File: src/design/lswc_pkg.sv
// Package of the line segment window clipper: widths, codes, payload types and states.
// Used by every module of the block; depends on nothing.
`timescale 1ns / 1ps

package lswc_pkg;

    // Coordinate and arithmetic widths.
    localparam int COORD_BITS = 16;
    localparam int DIFF_BITS  = COORD_BITS + 1;
    localparam int PROD_BITS  = 2 * COORD_BITS;
    localparam int STEP_BITS  = $clog2(COORD_BITS);

    // Edge moves allowed before a segment is given up as rejected.
    localparam int MAX_PASSES = 16;
    localparam int PASS_BITS  = $clog2(MAX_PASSES + 1);

    // Region code bit positions.
    localparam int CODE_BITS   = 4;
    localparam int CODE_LEFT   = 0;
    localparam int CODE_RIGHT  = 1;
    localparam int CODE_BOTTOM = 2;
    localparam int CODE_TOP    = 3;

    // Configuration register indexes.
    localparam int CFG_INDEX_BITS = 8;
    localparam logic [CFG_INDEX_BITS-1:0] CFG_WINDOW_LEFT   = CFG_INDEX_BITS'(0);
    localparam logic [CFG_INDEX_BITS-1:0] CFG_WINDOW_BOTTOM = CFG_INDEX_BITS'(1);
    localparam logic [CFG_INDEX_BITS-1:0] CFG_WINDOW_RIGHT  = CFG_INDEX_BITS'(2);
    localparam logic [CFG_INDEX_BITS-1:0] CFG_WINDOW_TOP    = CFG_INDEX_BITS'(3);

    typedef logic signed [COORD_BITS-1:0] t_coord;
    typedef logic signed [DIFF_BITS-1:0]  t_diff;
    typedef logic [CODE_BITS-1:0]         t_code;

    // Window reset values.
    localparam t_coord WIN_LEFT_RESET   = t_coord'(0);
    localparam t_coord WIN_BOTTOM_RESET = t_coord'(0);
    localparam t_coord WIN_RIGHT_RESET  = t_coord'(639);
    localparam t_coord WIN_TOP_RESET    = t_coord'(479);

    typedef struct packed {
        t_coord left;
        t_coord bottom;
        t_coord right;
        t_coord top;
    } t_window;

    typedef struct packed {
        t_coord start_x;
        t_coord start_y;
        t_coord end_x;
        t_coord end_y;
    } t_seg_in;

    typedef struct packed {
        logic   accepted;
        t_coord clipped_start_x;
        t_coord clipped_start_y;
        t_coord clipped_end_x;
        t_coord clipped_end_y;
    } t_clip_out;

    // Operands of one edge intersection: base + trunc(span * num / den).
    typedef struct packed {
        t_coord base;
        t_diff  span;
        t_diff  num;
        t_diff  den;
    } t_interp_req;

    typedef enum logic [1:0] {
        S_IDLE,
        S_TEST,
        S_CALC,
        S_DRAIN
    } t_clip_state;

    typedef enum logic [1:0] {
        D_IDLE,
        D_MUL,
        D_DIV,
        D_FIX
    } t_div_state;

endpackage

File: src/design/line_segment_window_clipper.sv
// Top level of the line segment window clipper: window registers, pass sequencer,
// outcode logic and output register. Depends on lswc_pkg, lswc_outcode, lswc_interp.
//
// Usage:
//   Input channel: i_in_valid / o_in_stall carry one segment (t_seg_in) per transfer.
//   Output channel: o_out_valid / i_out_stall carry one result (t_clip_out) per segment.
//   Configuration: i_cfg_valid / o_cfg_ready write i_cfg_data to window register
//   i_cfg_index (0 left, 1 bottom, 2 right, 3 top); other indexes are ignored.
//   Write the window only while no segment is in flight.
// Timing:
//   Each clip pass is an outcode test, one multiply and a one-bit-per-cycle
//   restoring divide on the single shared intersection unit. A segment needs
//   0 to 4 passes for an ordinary window and up to 16 for an inverted one.
//   The segment is held and the input stalls for the whole clip.
// Reset and stall:
//   Reset loads the default 640 by 480 window and empties the block. A stalled
//   result waits in the output register; the sequencer then holds the finished
//   segment and keeps the input stalled until the result register frees up.
`timescale 1ns / 1ps

module line_segment_window_clipper import lswc_pkg::*; (
    input  logic                      i_clk,
    input  logic                      i_rst_n,
    input  logic                      i_in_valid,
    output logic                      o_in_stall,
    input  t_seg_in                   i_seg,
    output logic                      o_out_valid,
    input  logic                      i_out_stall,
    output t_clip_out                 o_clip,
    input  logic                      i_cfg_valid,
    output logic                      o_cfg_ready,
    input  logic [CFG_INDEX_BITS-1:0] i_cfg_index,
    input  t_coord                    i_cfg_data
);

    t_window              r_win;
    t_clip_state          r_state;
    t_clip_state          n_state;
    t_coord               r_x1;
    t_coord               r_y1;
    t_coord               r_x2;
    t_coord               r_y2;
    logic [PASS_BITS-1:0] r_pass;
    logic                 r_acc;
    logic                 r_move_end;
    logic                 r_vert;
    t_coord               r_edge;
    logic                 r_out_valid;
    t_clip_out            r_out;

    t_code       code1;
    t_code       code2;
    t_code       code_sel;
    logic        both_inside;
    logic        decided;
    logic        in_xfer;
    logic        out_free;
    logic        ip_start;
    logic        out_load;
    logic        sel_vert;
    t_coord      sel_edge;
    t_interp_req req;
    logic        ip_done;
    t_coord      ip_result;
    t_coord      new_x;
    t_coord      new_y;

    // Signed difference of two coordinates, one bit wider.
    function automatic t_diff diff(input t_coord a, input t_coord b);
        return t_diff'(a) - t_diff'(b);
    endfunction

    assign o_cfg_ready = 1'b1;
    assign o_out_valid = r_out_valid;
    assign o_clip      = r_out;
    assign in_xfer     = i_in_valid && !o_in_stall;
    assign out_free    = !r_out_valid || !i_out_stall;

    // Window register writes.
    always_ff @(posedge i_clk) begin
        if (!i_rst_n) begin
            r_win.left   <= WIN_LEFT_RESET;
            r_win.bottom <= WIN_BOTTOM_RESET;
            r_win.right  <= WIN_RIGHT_RESET;
            r_win.top    <= WIN_TOP_RESET;
        end else if (i_cfg_valid && o_cfg_ready) begin
            unique case (i_cfg_index)
                CFG_WINDOW_LEFT:   r_win.left   <= i_cfg_data;
                CFG_WINDOW_BOTTOM: r_win.bottom <= i_cfg_data;
                CFG_WINDOW_RIGHT:  r_win.right  <= i_cfg_data;
                CFG_WINDOW_TOP:    r_win.top    <= i_cfg_data;
                default: ;
            endcase
        end
    end

    // Outcodes of the current endpoints.
    lswc_outcode u_code1 (
        .i_x    (r_x1),
        .i_y    (r_y1),
        .i_win  (r_win),
        .o_code (code1)
    );

    lswc_outcode u_code2 (
        .i_x    (r_x2),
        .i_y    (r_y2),
        .i_win  (r_win),
        .o_code (code2)
    );

    // Trivial accept, trivial reject or pass limit ends the clip.
    assign both_inside = (code1 == '0) && (code2 == '0);
    assign decided     = both_inside || ((code1 & code2) != '0)
                         || (r_pass == PASS_BITS'(MAX_PASSES));

    // Edge choice for the first outside endpoint: top, bottom, left, right.
    always_comb begin
        code_sel = (code1 != '0) ? code1 : code2;
        sel_vert = 1'b1;
        sel_edge = r_win.right;
        if (code_sel[CODE_TOP]) begin
            sel_vert = 1'b0;
            sel_edge = r_win.top;
        end else if (code_sel[CODE_BOTTOM]) begin
            sel_vert = 1'b0;
            sel_edge = r_win.bottom;
        end else if (code_sel[CODE_LEFT]) begin
            sel_edge = r_win.left;
        end
    end

    // Intersection operands from the current endpoints.
    always_comb begin
        if (sel_vert) begin
            req.base = r_y1;
            req.span = diff(r_y2, r_y1);
            req.num  = diff(sel_edge, r_x1);
            req.den  = diff(r_x2, r_x1);
        end else begin
            req.base = r_x1;
            req.span = diff(r_x2, r_x1);
            req.num  = diff(sel_edge, r_y1);
            req.den  = diff(r_y2, r_y1);
        end
    end

    lswc_interp u_interp (
        .i_clk    (i_clk),
        .i_rst_n  (i_rst_n),
        .i_start  (ip_start),
        .i_req    (req),
        .o_done   (ip_done),
        .o_result (ip_result)
    );

    // The moved point sits on the chosen edge; the other coordinate is computed.
    assign new_x = r_vert ? r_edge : ip_result;
    assign new_y = r_vert ? ip_result : r_edge;

    // Next state.
    always_comb begin
        n_state = r_state;
        unique case (r_state)
            S_IDLE:  if (in_xfer) begin
                n_state = S_TEST;
            end
            S_TEST:  n_state = decided ? S_DRAIN : S_CALC;
            S_CALC:  if (ip_done) begin
                n_state = S_TEST;
            end
            S_DRAIN: if (out_free) begin
                n_state = S_IDLE;
            end
            default: n_state = S_IDLE;
        endcase
    end

    // Sequencer outputs.
    always_comb begin
        o_in_stall = 1'b1;
        ip_start   = 1'b0;
        out_load   = 1'b0;
        unique case (r_state)
            S_IDLE:  o_in_stall = 1'b0;
            S_TEST:  ip_start   = !decided;
            S_CALC:  ;
            S_DRAIN: out_load   = out_free;
            default: o_in_stall = 1'b1;
        endcase
    end

    always_ff @(posedge i_clk) begin
        if (!i_rst_n) begin
            r_state     <= S_IDLE;
            r_out_valid <= 1'b0;
        end else begin
            r_state <= n_state;
            if (out_load) begin
                r_out_valid <= 1'b1;
            end else if (!i_out_stall) begin
                r_out_valid <= 1'b0;
            end
        end
    end

    // Segment working registers.
    always_ff @(posedge i_clk) begin
        if (in_xfer) begin
            r_x1   <= i_seg.start_x;
            r_y1   <= i_seg.start_y;
            r_x2   <= i_seg.end_x;
            r_y2   <= i_seg.end_y;
            r_pass <= '0;
        end
        if (r_state == S_TEST) begin
            r_acc      <= both_inside;
            r_move_end <= (code1 == '0);
            r_vert     <= sel_vert;
            r_edge     <= sel_edge;
        end
        if (r_state == S_CALC && ip_done) begin
            r_pass <= r_pass + 1'b1;
            if (r_move_end) begin
                r_x2 <= new_x;
                r_y2 <= new_y;
            end else begin
                r_x1 <= new_x;
                r_y1 <= new_y;
            end
        end
    end

    // Result register; a rejected segment reports zero endpoints.
    always_ff @(posedge i_clk) begin
        if (out_load) begin
            r_out.accepted        <= r_acc;
            r_out.clipped_start_x <= r_acc ? r_x1 : '0;
            r_out.clipped_start_y <= r_acc ? r_y1 : '0;
            r_out.clipped_end_x   <= r_acc ? r_x2 : '0;
            r_out.clipped_end_y   <= r_acc ? r_y2 : '0;
        end
    end

endmodule

File: src/design/lswc_outcode.sv
// Region outcode of one point against the clip window.
// Depends on lswc_pkg for the coordinate, window and code types.
`timescale 1ns / 1ps

module lswc_outcode import lswc_pkg::*; (
    input  t_coord  i_x,
    input  t_coord  i_y,
    input  t_window i_win,
    output t_code   o_code
);

    // Each bit is one signed compare against a window edge.
    always_comb begin
        o_code              = '0;
        o_code[CODE_TOP]    = i_y > i_win.top;
        o_code[CODE_BOTTOM] = i_y < i_win.bottom;
        o_code[CODE_LEFT]   = i_x < i_win.left;
        o_code[CODE_RIGHT]  = i_x > i_win.right;
    end

endmodule

File: src/design/lswc_interp.sv
// Shared intersection unit: one multiply, then a restoring divide one bit per cycle.
// Depends on lswc_pkg for operand types, widths and the unit's state type.
`timescale 1ns / 1ps

module lswc_interp import lswc_pkg::*; (
    input  logic        i_clk,
    input  logic        i_rst_n,
    input  logic        i_start,
    input  t_interp_req i_req,
    output logic        o_done,
    output t_coord      o_result
);

    t_div_state             r_state;
    t_div_state             n_state;
    t_coord                 r_base;
    logic                   r_neg;
    logic [COORD_BITS-1:0]  r_mag_span;
    logic [COORD_BITS-1:0]  r_mag_num;
    logic [COORD_BITS-1:0]  r_mag_den;
    logic [COORD_BITS-1:0]  r_rem;
    logic [COORD_BITS-1:0]  r_low;
    logic [STEP_BITS-1:0]   r_step;
    logic [PROD_BITS-1:0]   prod;
    logic [COORD_BITS:0]    trial;
    logic                   q_bit;
    logic                   last_step;

    // Magnitude of a difference; every difference here stays below 2^COORD_BITS.
    function automatic logic [COORD_BITS-1:0] magnitude(input t_diff v);
        t_diff neg_v;
        neg_v = -v;
        return v[DIFF_BITS-1] ? neg_v[COORD_BITS-1:0] : v[COORD_BITS-1:0];
    endfunction

    assign prod      = PROD_BITS'(r_mag_span) * PROD_BITS'(r_mag_num);
    assign trial     = {r_rem, r_low[COORD_BITS-1]} - {1'b0, r_mag_den};
    assign q_bit     = !trial[COORD_BITS];
    assign last_step = r_step == STEP_BITS'(COORD_BITS - 1);

    // Next state.
    always_comb begin
        n_state = r_state;
        unique case (r_state)
            D_IDLE:  if (i_start) begin
                n_state = D_MUL;
            end
            D_MUL:   n_state = D_DIV;
            D_DIV:   if (last_step) begin
                n_state = D_FIX;
            end
            D_FIX:   n_state = D_IDLE;
            default: n_state = D_IDLE;
        endcase
    end

    // Outputs: the quotient is applied to the base with its sign; done is raised in D_FIX.
    always_comb begin
        o_done   = 1'b0;
        o_result = r_neg ? t_coord'(r_base - r_low) : t_coord'(r_base + r_low);
        unique case (r_state)
            D_FIX:   o_done = 1'b1;
            default: o_done = 1'b0;
        endcase
    end

    always_ff @(posedge i_clk) begin
        if (!i_rst_n) begin
            r_state <= D_IDLE;
        end else begin
            r_state <= n_state;
        end
    end

    // Operand capture, product split and quotient shifting.
    // The product's upper half is already below the divisor, so only the
    // lower COORD_BITS bits need a divide step each.
    always_ff @(posedge i_clk) begin
        if (r_state == D_IDLE && i_start) begin
            r_base     <= i_req.base;
            r_mag_span <= magnitude(i_req.span);
            r_mag_num  <= magnitude(i_req.num);
            r_mag_den  <= magnitude(i_req.den);
            r_neg      <= i_req.span[DIFF_BITS-1] ^ i_req.num[DIFF_BITS-1]
                          ^ i_req.den[DIFF_BITS-1];
        end
        if (r_state == D_MUL) begin
            r_rem  <= prod[PROD_BITS-1:COORD_BITS];
            r_low  <= prod[COORD_BITS-1:0];
            r_step <= '0;
        end
        if (r_state == D_DIV) begin
            r_rem  <= q_bit ? trial[COORD_BITS-1:0]
                            : {r_rem[COORD_BITS-2:0], r_low[COORD_BITS-1]};
            r_low  <= {r_low[COORD_BITS-2:0], q_bit};
            r_step <= r_step + 1'b1;
        end
    end

endmodule

File: config.mk
export PLATFORM = sky130hd
export DESIGN_NAME = line_segment_window_clipper
export DESIGN_NICKNAME = d
export VERILOG_FILES = /design/src/design/lswc_pkg.sv /design/src/design/line_segment_window_clipper.sv /design/src/design/lswc_outcode.sv /design/src/design/lswc_interp.sv
export SDC_FILE = /design/constraint.sdc
export NUM_CORES = 2
export LEC_CHECK = 0
export BUFFER_PORTS_ARGS = -buffer_cell sky130_fd_sc_hd__buf_2
export CAP_MARGIN = 0
export CORE_ASPECT_RATIO = 1.2
export CORE_MARGIN = 2
export CORE_UTILIZATION = 40
export CTS_CLUSTER_SIZE = 28
export DETAILED_ROUTE_END_ITERATION = 8
export PLACE_DENSITY = 0.62
export SKIP_LAST_GASP = 1
export SLEW_MARGIN = 40
export SYNTH_ARGS = -nofsm -noshare
export SYNTH_HDL_FRONTEND = slang
export SYNTH_SLANG_ARGS = --single-unit
File: constraint.sdc
create_clock -name i_clk -period 9.15 [get_ports i_clk]
set_input_delay 0 -clock i_clk [delete_from_list [all_inputs] [get_ports i_clk]]
set_output_delay 0 -clock i_clk [all_outputs]
set_load 0.01 [all_outputs]
# Word level (Yosys, flattened, before mapping)
# Cells that the tools add are included.
op_classes:
  n_addsub: 12
  multipliers: 1
  order_cmp: 8
  eq_ne: 17
  mux: 48
  n_bitwise: 3
  reduce_logical: 26
ops:
  columns: ["op", "count"]
  rows:
  - ["$mux 16", 26]
  - ["$sub 16x16->17", 4]
  - ["$mux 67", 1]
  - ["$gt 16x16->1", 4]
  - ["$lt 16x16->1", 4]
  - ["$neg 16->16", 3]
  - ["$mul 16x16->32", 1]
  - ["$sub 17x16->17", 1]
  - ["$add 16x16->16", 1]
  - ["$eq 8x2->1 const B", 2]
  - ["$pmux 2 s4", 2]
  - ["$sub 16x16->16", 1]
  - ["$mux 4", 3]
  - ["$mux 2", 5]
  - ["$mux 5", 2]
  - ["$reduce_and 2->1", 5]
  - ["$mux 1", 9]
  - ["$eq 2x2->1 const B", 4]
  - ["$eq 8x1->1 const B", 1]
  - ["$logic_not 4->1", 2]
  - ["$logic_not 8->1", 1]
  - ["$reduce_bool 4->1", 2]
  - ["$ne 2x1->1 const B", 3]
  - ["$ne 2x2->1 const B", 3]
  - ["13 further kinds", 25]
totals:
  regBits: 323
  inputBits: 93
  out_inout_bits: 68
  elab_cells: 144

# Logic depth before layout (Yosys ltp)
logic_depth:
  ltp_word: 10
  depth_mapped: 26
  mapped_depth_nobuf: 24

# By module
# Synthesis repeated with hierarchy kept, for this count alone.
hier_totals:
  cells_unflattened: 3392
  hier_area_um2: 30440.4
modules_own_cells:
  columns: ["module", "n_inst", "cells_each", "area_each_um2"]
  rows:
  - ["lswc_interp", 1, 1574, 14941.8]
  - ["line_segment_window_clipper", 1, 1366, 12260.5]
  - ["lswc_outcode", 2, 226, 1619.1]

# Worst setup path before layout
# Ideal clock, no wire load.
synth_timing:
  kind: "register -> register"
  start: "register r_win[31] (netlist name)"
  end: "register u_interp.r_base[0], enable pin"
  setup_time_ps: 568
  arrival_time_ps: 6758
  required_ps: 8582
  slack_ps: 1824
  path_stages_with_launch: 11
  period_less_slack_ps: 7326
  cell_sequence: "dfxtp_1 -> inv_1 -> ha_1 -> nand4_1 -> or4_4 -> a21o_1 -> nand3_2 -> mux2i_1 -> nor3_1 -> a211o_1 -> nor3_1"
synth_via:
  elab_chain_cells: 8
synth_lines:
  columns: ["item", "line", "rtl"]
  rows:
  - ["start: declaration", "line_segment_window_clipper.sv:36", "t_window r_win;"]
  - ["$gt 16x16->1", "lswc_outcode.sv:18", "o_code[CODE_RIGHT] = i_x > i_win.right;"]
  - ["$and 4x4->4 or $logic_not 4->1 (tied branches)", "line_segment_window_clipper.sv:114, line_segment_window_clipper.sv:113", null]
  - ["$reduce_bool 4->1 or $logic_and 1x1->1 (tied branches)", "line_segment_window_clipper.sv:114, line_segment_window_clipper.sv:113", null]
  - ["$logic_or 1x1->1 (*)", "line_segment_window_clipper.sv:114", "assign decided = both_inside || ((code1 & code2) != '0)"]
  - ["$logic_or 1x1->1 (*)", "line_segment_window_clipper.sv:115", "|| (r_pass == PASS_BITS'(MAX_PASSES));"]
  - ["$logic_not 1->1 (*)", "line_segment_window_clipper.sv:186", "S_TEST: ip_start = !decided;"]
  - ["$mux 1 (*)", "line_segment_window_clipper.sv:184", "unique case (r_state)"]
  - ["$logic_and 1x1->1 (*)", "lswc_interp.sv:79", "if (r_state == D_IDLE && i_start) begin"]
  - ["end signal: assignment", "lswc_interp.sv:80", "r_base <= i_req.base;"]
  - ["end: declaration", "lswc_interp.sv:16", "t_coord r_base;"]
# Mark *: on every way between the ends. The rest lies on a longest branch, timed or not.
# A chain may end at the register's enable or synchronous reset.

# Worst setup path in the final report
layout_timing:
  start: "register r_win[15] (netlist name)"
  end: "register u_interp.r_mag_num[15], data pin"
layout_via:
  elab_chain_cells: 10
layout_lines:
  columns: ["item", "line", "rtl"]
  rows:
  - ["$gt 16x16->1", "lswc_outcode.sv:15", "o_code[CODE_TOP] = i_y > i_win.top;"]
  - ["$reduce_bool 4->1", "line_segment_window_clipper.sv:119", "code_sel = (code1 != '0) ? code1 : code2;"]
  - ["$mux 4 (*)", "line_segment_window_clipper.sv:119", null]
  - ["$mux 16", "line_segment_window_clipper.sv:128", "end else if (code_sel[CODE_LEFT]) begin"]
  - ["$mux 16", "line_segment_window_clipper.sv:125", "end else if (code_sel[CODE_BOTTOM]) begin"]
  - ["$mux 16 (*)", "line_segment_window_clipper.sv:122", "if (code_sel[CODE_TOP]) begin"]
  - ["named net sel_edge[2]", "line_segment_window_clipper.sv:61", "t_coord sel_edge;"]
  - ["$sub 16x16->17", "line_segment_window_clipper.sv:70", "return t_diff'(a) - t_diff'(b);"]
  - ["$mux 67 (*)", "line_segment_window_clipper.sv:135", "if (sel_vert) begin"]
  - ["$neg 16->16", "lswc_interp.sv:32", "neg_v = -v;"]
  - ["$mux 16 (*)", "lswc_interp.sv:33", "return v[DIFF_BITS-1] ? neg_v[COORD_BITS-1:0] : v[COORD_BITS-1:0];"]
  - ["end signal: assignment", "lswc_interp.sv:82", "r_mag_num <= magnitude(i_req.num);"]
  - ["end: declaration", "lswc_interp.sv:19", "logic [COORD_BITS-1:0] r_mag_num;"]
# Mark *: on every way through the listed nets, which the timed path passes. The rest lies on a longest branch.

==> key figures <==
Placed design
  – Placed insts: 4373
  – Port bufs: roughly 160
  – GPL Wtd Cong: slightly below 1
  – Dpl hpwl: ~76000 um

CTS
  – H-tree depth: 2
  – Clock tree from TritonCTS: built
  – CTS root buf: clkbuf_16
  – Sink Count: 323
  – Post-CTS sizing: 0
  – Cts hold-fix bufs: 81
  – Buffer count from post-CTS setup fixing: 0
  – Skew-Pair Late Insertion Delay: 0.57 ns
  – Clk buf depth: 3
  – Worst-path clk slew: 0.07 ns
  – CTS buffer count: 36

Timing
  – Minimum clock period: 7.16 ns
  – Worst-margin pin slew: roughly 0.94 ns
  – Minimum hold slack: 0.0388 ns
  – Slew margin rel.: 0.368
  – Worst Clk Skew: roughly 0.042 ns
  – RSZ-0062 raised after global routing: no
  – Post-Route Setup TNS: 0 ns
  – Final Hold Fails: 0
  – Final setup fails: 0
  – Fmax: 140 MHz
  – Period utilisation layout: 0.783
  – Slew Limit Fails: 0

Synthesis
  – Yosys synthesis warning count: 0
  – Seq cells post-synth: 323
  – Synth top area share: 0.189
  – Syn avg cell area: 9.13 um2
  – Top_reg_cell synth: edfxtp_1
  – Netlist cell types: 89
  – Most numerous cell in the Yosys netlist: inv_1
  – Syn Nets: 3911
  – Post-synth top cells: 392 x inv_1, 379 x nand2_1, 318 x ha_1
  – Synth Instances: 3301
  – Post-synth ARST share: 0
  – Mapped cell area: 30100 um2
  – Yosys top cell by area: edfxtp_1
  – Number of synthesized flops with an enable pin: 190
  – Seq/Total Area, Yosys: 0.278
  – Area contributors post-synth: edfxtp_1 19%, fa_1 13%, ha_1 13%

Die
  – Num ports: 161
  – # rows: 110
  – Initial Util: 0.402
  – Chip width: 255 um
  – Die ar.: a little under 80000 um2
  – Core area: roughly 75000 um2
  – Chip height: ~300 um

Worst setup path
  – CP Class: register to register
  – CP Cell Sequence: inv_1, ha_1, nand4_1, or4_1, or2_1, nand2_1, mux2i_2, or2_4, o31ai_4, mux2i_1, a21oi_1, o21ai_1, ha_1, o21a_1, o31a_1, o31ai_1, a21oi_1, xnor2_1, nor4b_2, nor2b_1, nand4b_1, o311ai_1, mux2i_1
  – Worst EP required: 9.44 ns
  – RR Startpoint: r_win[15]
  – Worst setup EP type: register
  – Worst path buffer plus inverter count: 1
  – CP arrival: about 7.5 ns
  – Crit-path slowest cell: o31ai_4
  – Reg2Reg Depth: 23
  – Critical path's top delay family: compound AO/OA/AOI/OAI gates
  – Worst path max stage delay: 0.73 ns
  – Kind of start point of the critical path: register
  – R2R Path End: u_interp.r_mag_num[15]
  – Reg2Reg Setup Slack: roughly 2.0 ns
  – Worst-path maximum fanout: 11

Worst hold path
  – WHS Path Cells: 3
  – HP Class: primary input to register
  – Hold EP: r_win[16]
  – Critical hold path startpoint: i_rst_n

Layout
  – # nets final: 4095
  – Fraction of layout instances using a drive strength above 1: 0.0956
  – Filler cells: ~7400
  – Non-filler cells in the finished layout: approximately 4500
  – Final core occ: 0.454
  – FF/Latch Area: 8370 um2
  – Multi-input gate area: around 20000 um2
  – Number of antenna diodes: 0
  – Area Growth Syn to Fin: 12.8%

Global route
  – Top Usage Layer GRT: met2
  – Met3 usage: 0.0219
  – First-pass GRT wire length: between 100000 and 150000 um
  – Grt ovf: 0
  – Pin count of the biggest net entering global routing: 71
  – Initial antenna violation count: 0
  – Met2 usage: 0.423
  – Tot GR Track Use: 0.248
  – Vias in the first global route: roughly 25000
  – GRT met1 Usage: 0.298

Run status
  – Status: finished clean

Detailed routing
  – Vias/cell: 5.40
  – Final ANT Viol Nets: 0
  – Avg WL per Cell: 21.2 um
  – First-pass DRT Iterations: 6
  – DRC violations left: 0
  – Vias: 24400
  – First-iteration detailed-routing DRC count: 1629
  – Final wirelength: between 90000 and 100000 um

Flow run
  – MaxCap Viol Count: 0
-- layout make-up --
type / count / share of cell area
Clock inverter: 17 / 0.00593
Multi-Input combinational cell: 2463 / 0.584
Inverter: 393 / 0.0434
Clock buffer: 49 / 0.0298
Timing Repair Buffer: 268 / 0.0540
Sequential cell: 323 / 0.246
Tap cell: 1008 / 0.0371
-- how the worst max path moves through the flow --
stage                                   to  cells past startpoint  slack (ns)                   start
CTS                     u_interp.r_rem[12]                     20        2.01  u_interp.r_mag_num[15]
finish              u_interp.r_mag_num[15]                     23        1.99               r_win[15]
global route            u_interp.r_rem[12]                     21        1.64  u_interp.r_mag_num[15]
global placement        u_interp.r_rem[12]                     20        1.86  u_interp.r_mag_num[15]
detailed placement      u_interp.r_rem[12]                     20        2.09  u_interp.r_mag_num[15]
floorplan               u_interp.r_base[0]                     10        1.82               r_win[31]
-- through the flow --
stage / cell area (um2) / setup slack, ns
CTS: 34000 / 2.01
global route: 34000 / 1.64
finish: 34000 / 1.99
global placement: 31900 / 1.86
detailed placement: 31900 / 2.09
floorplan: 30100 / 1.82
-- flip-flops by register name, indices dropped and copies added, names as in the netlist, 16 cells and up --
name                 flops
r_x1                    16
u_interp.r_mag_span     16
u_interp.r_mag_num      16
r_win                   64
r_y2                    16
r_x2                    16
o_clip                  65
r_edge                  16
u_interp.r_low          16
u_interp.r_mag_den      16
u_interp.r_rem          16
u_interp.r_base         16
r_y1                    16
-- logic make-up (layout without fill, tap and decap cells) --
| group | after synthesis | count (layout) | synth area share |
|---|---|---|---|
| xor gates and xnor gates | 148 | 148 | 0.0433 |
| buffers and inverters | 515 | 727 | 0.0663 |
| and+or+nand+nor | 1000 | 1000 | 0.160 |
| adders and majority gates | 517 | 517 | 0.264 |
| other | 1 | 1 | 0.000124 |
| DFF | 323 | 323 | 0.278 |
| AOI/OAI and AO/OA | 623 | 623 | 0.129 |
| muxes | 174 | 174 | 0.0595 |
-- cells in the final DEF, fill, tap and decap left out, types with 14 or more instances in the layout --
master and n:
nand3_1 43, ha_1 317, a31oi_1 18, clkbuf_16 38, a21boi_0 22, nand2_1 378
a21o_1 48, xnor2_1 100, fa_1 199, o21ai_0 143, dfxtp_1 133, or2_2 14
xor2_1 47, edfxtp_1 190, buf_2 159, nor2b_1 53, nand4_1 16, a211oi_1 42
mux2_2 33, a21oi_1 198, nor3_1 39, dlygate4sd3_1 81, mux2i_1 137, buf_4 25
o211ai_1 37, nor2_1 193, and2_1 166, inv_1 391
-- layer usage --
metal / wire [um] / vias to the layer above
met2: 46800 / 727
met4: 7440 / 0
met1: 38000 / 11800
met3: 3860 / 228
li1: - / 11600
met5: 0 / -
-- tightest hold or removal path, cell delays in order --
cell and delay, ns:
buf_2 0.09, buf_4 0.33, nand3_1 0.14
Power is left out: the tool's default activity adds up to more than one toggle a clock period on the data nets, which glitch-free logic cannot reach.
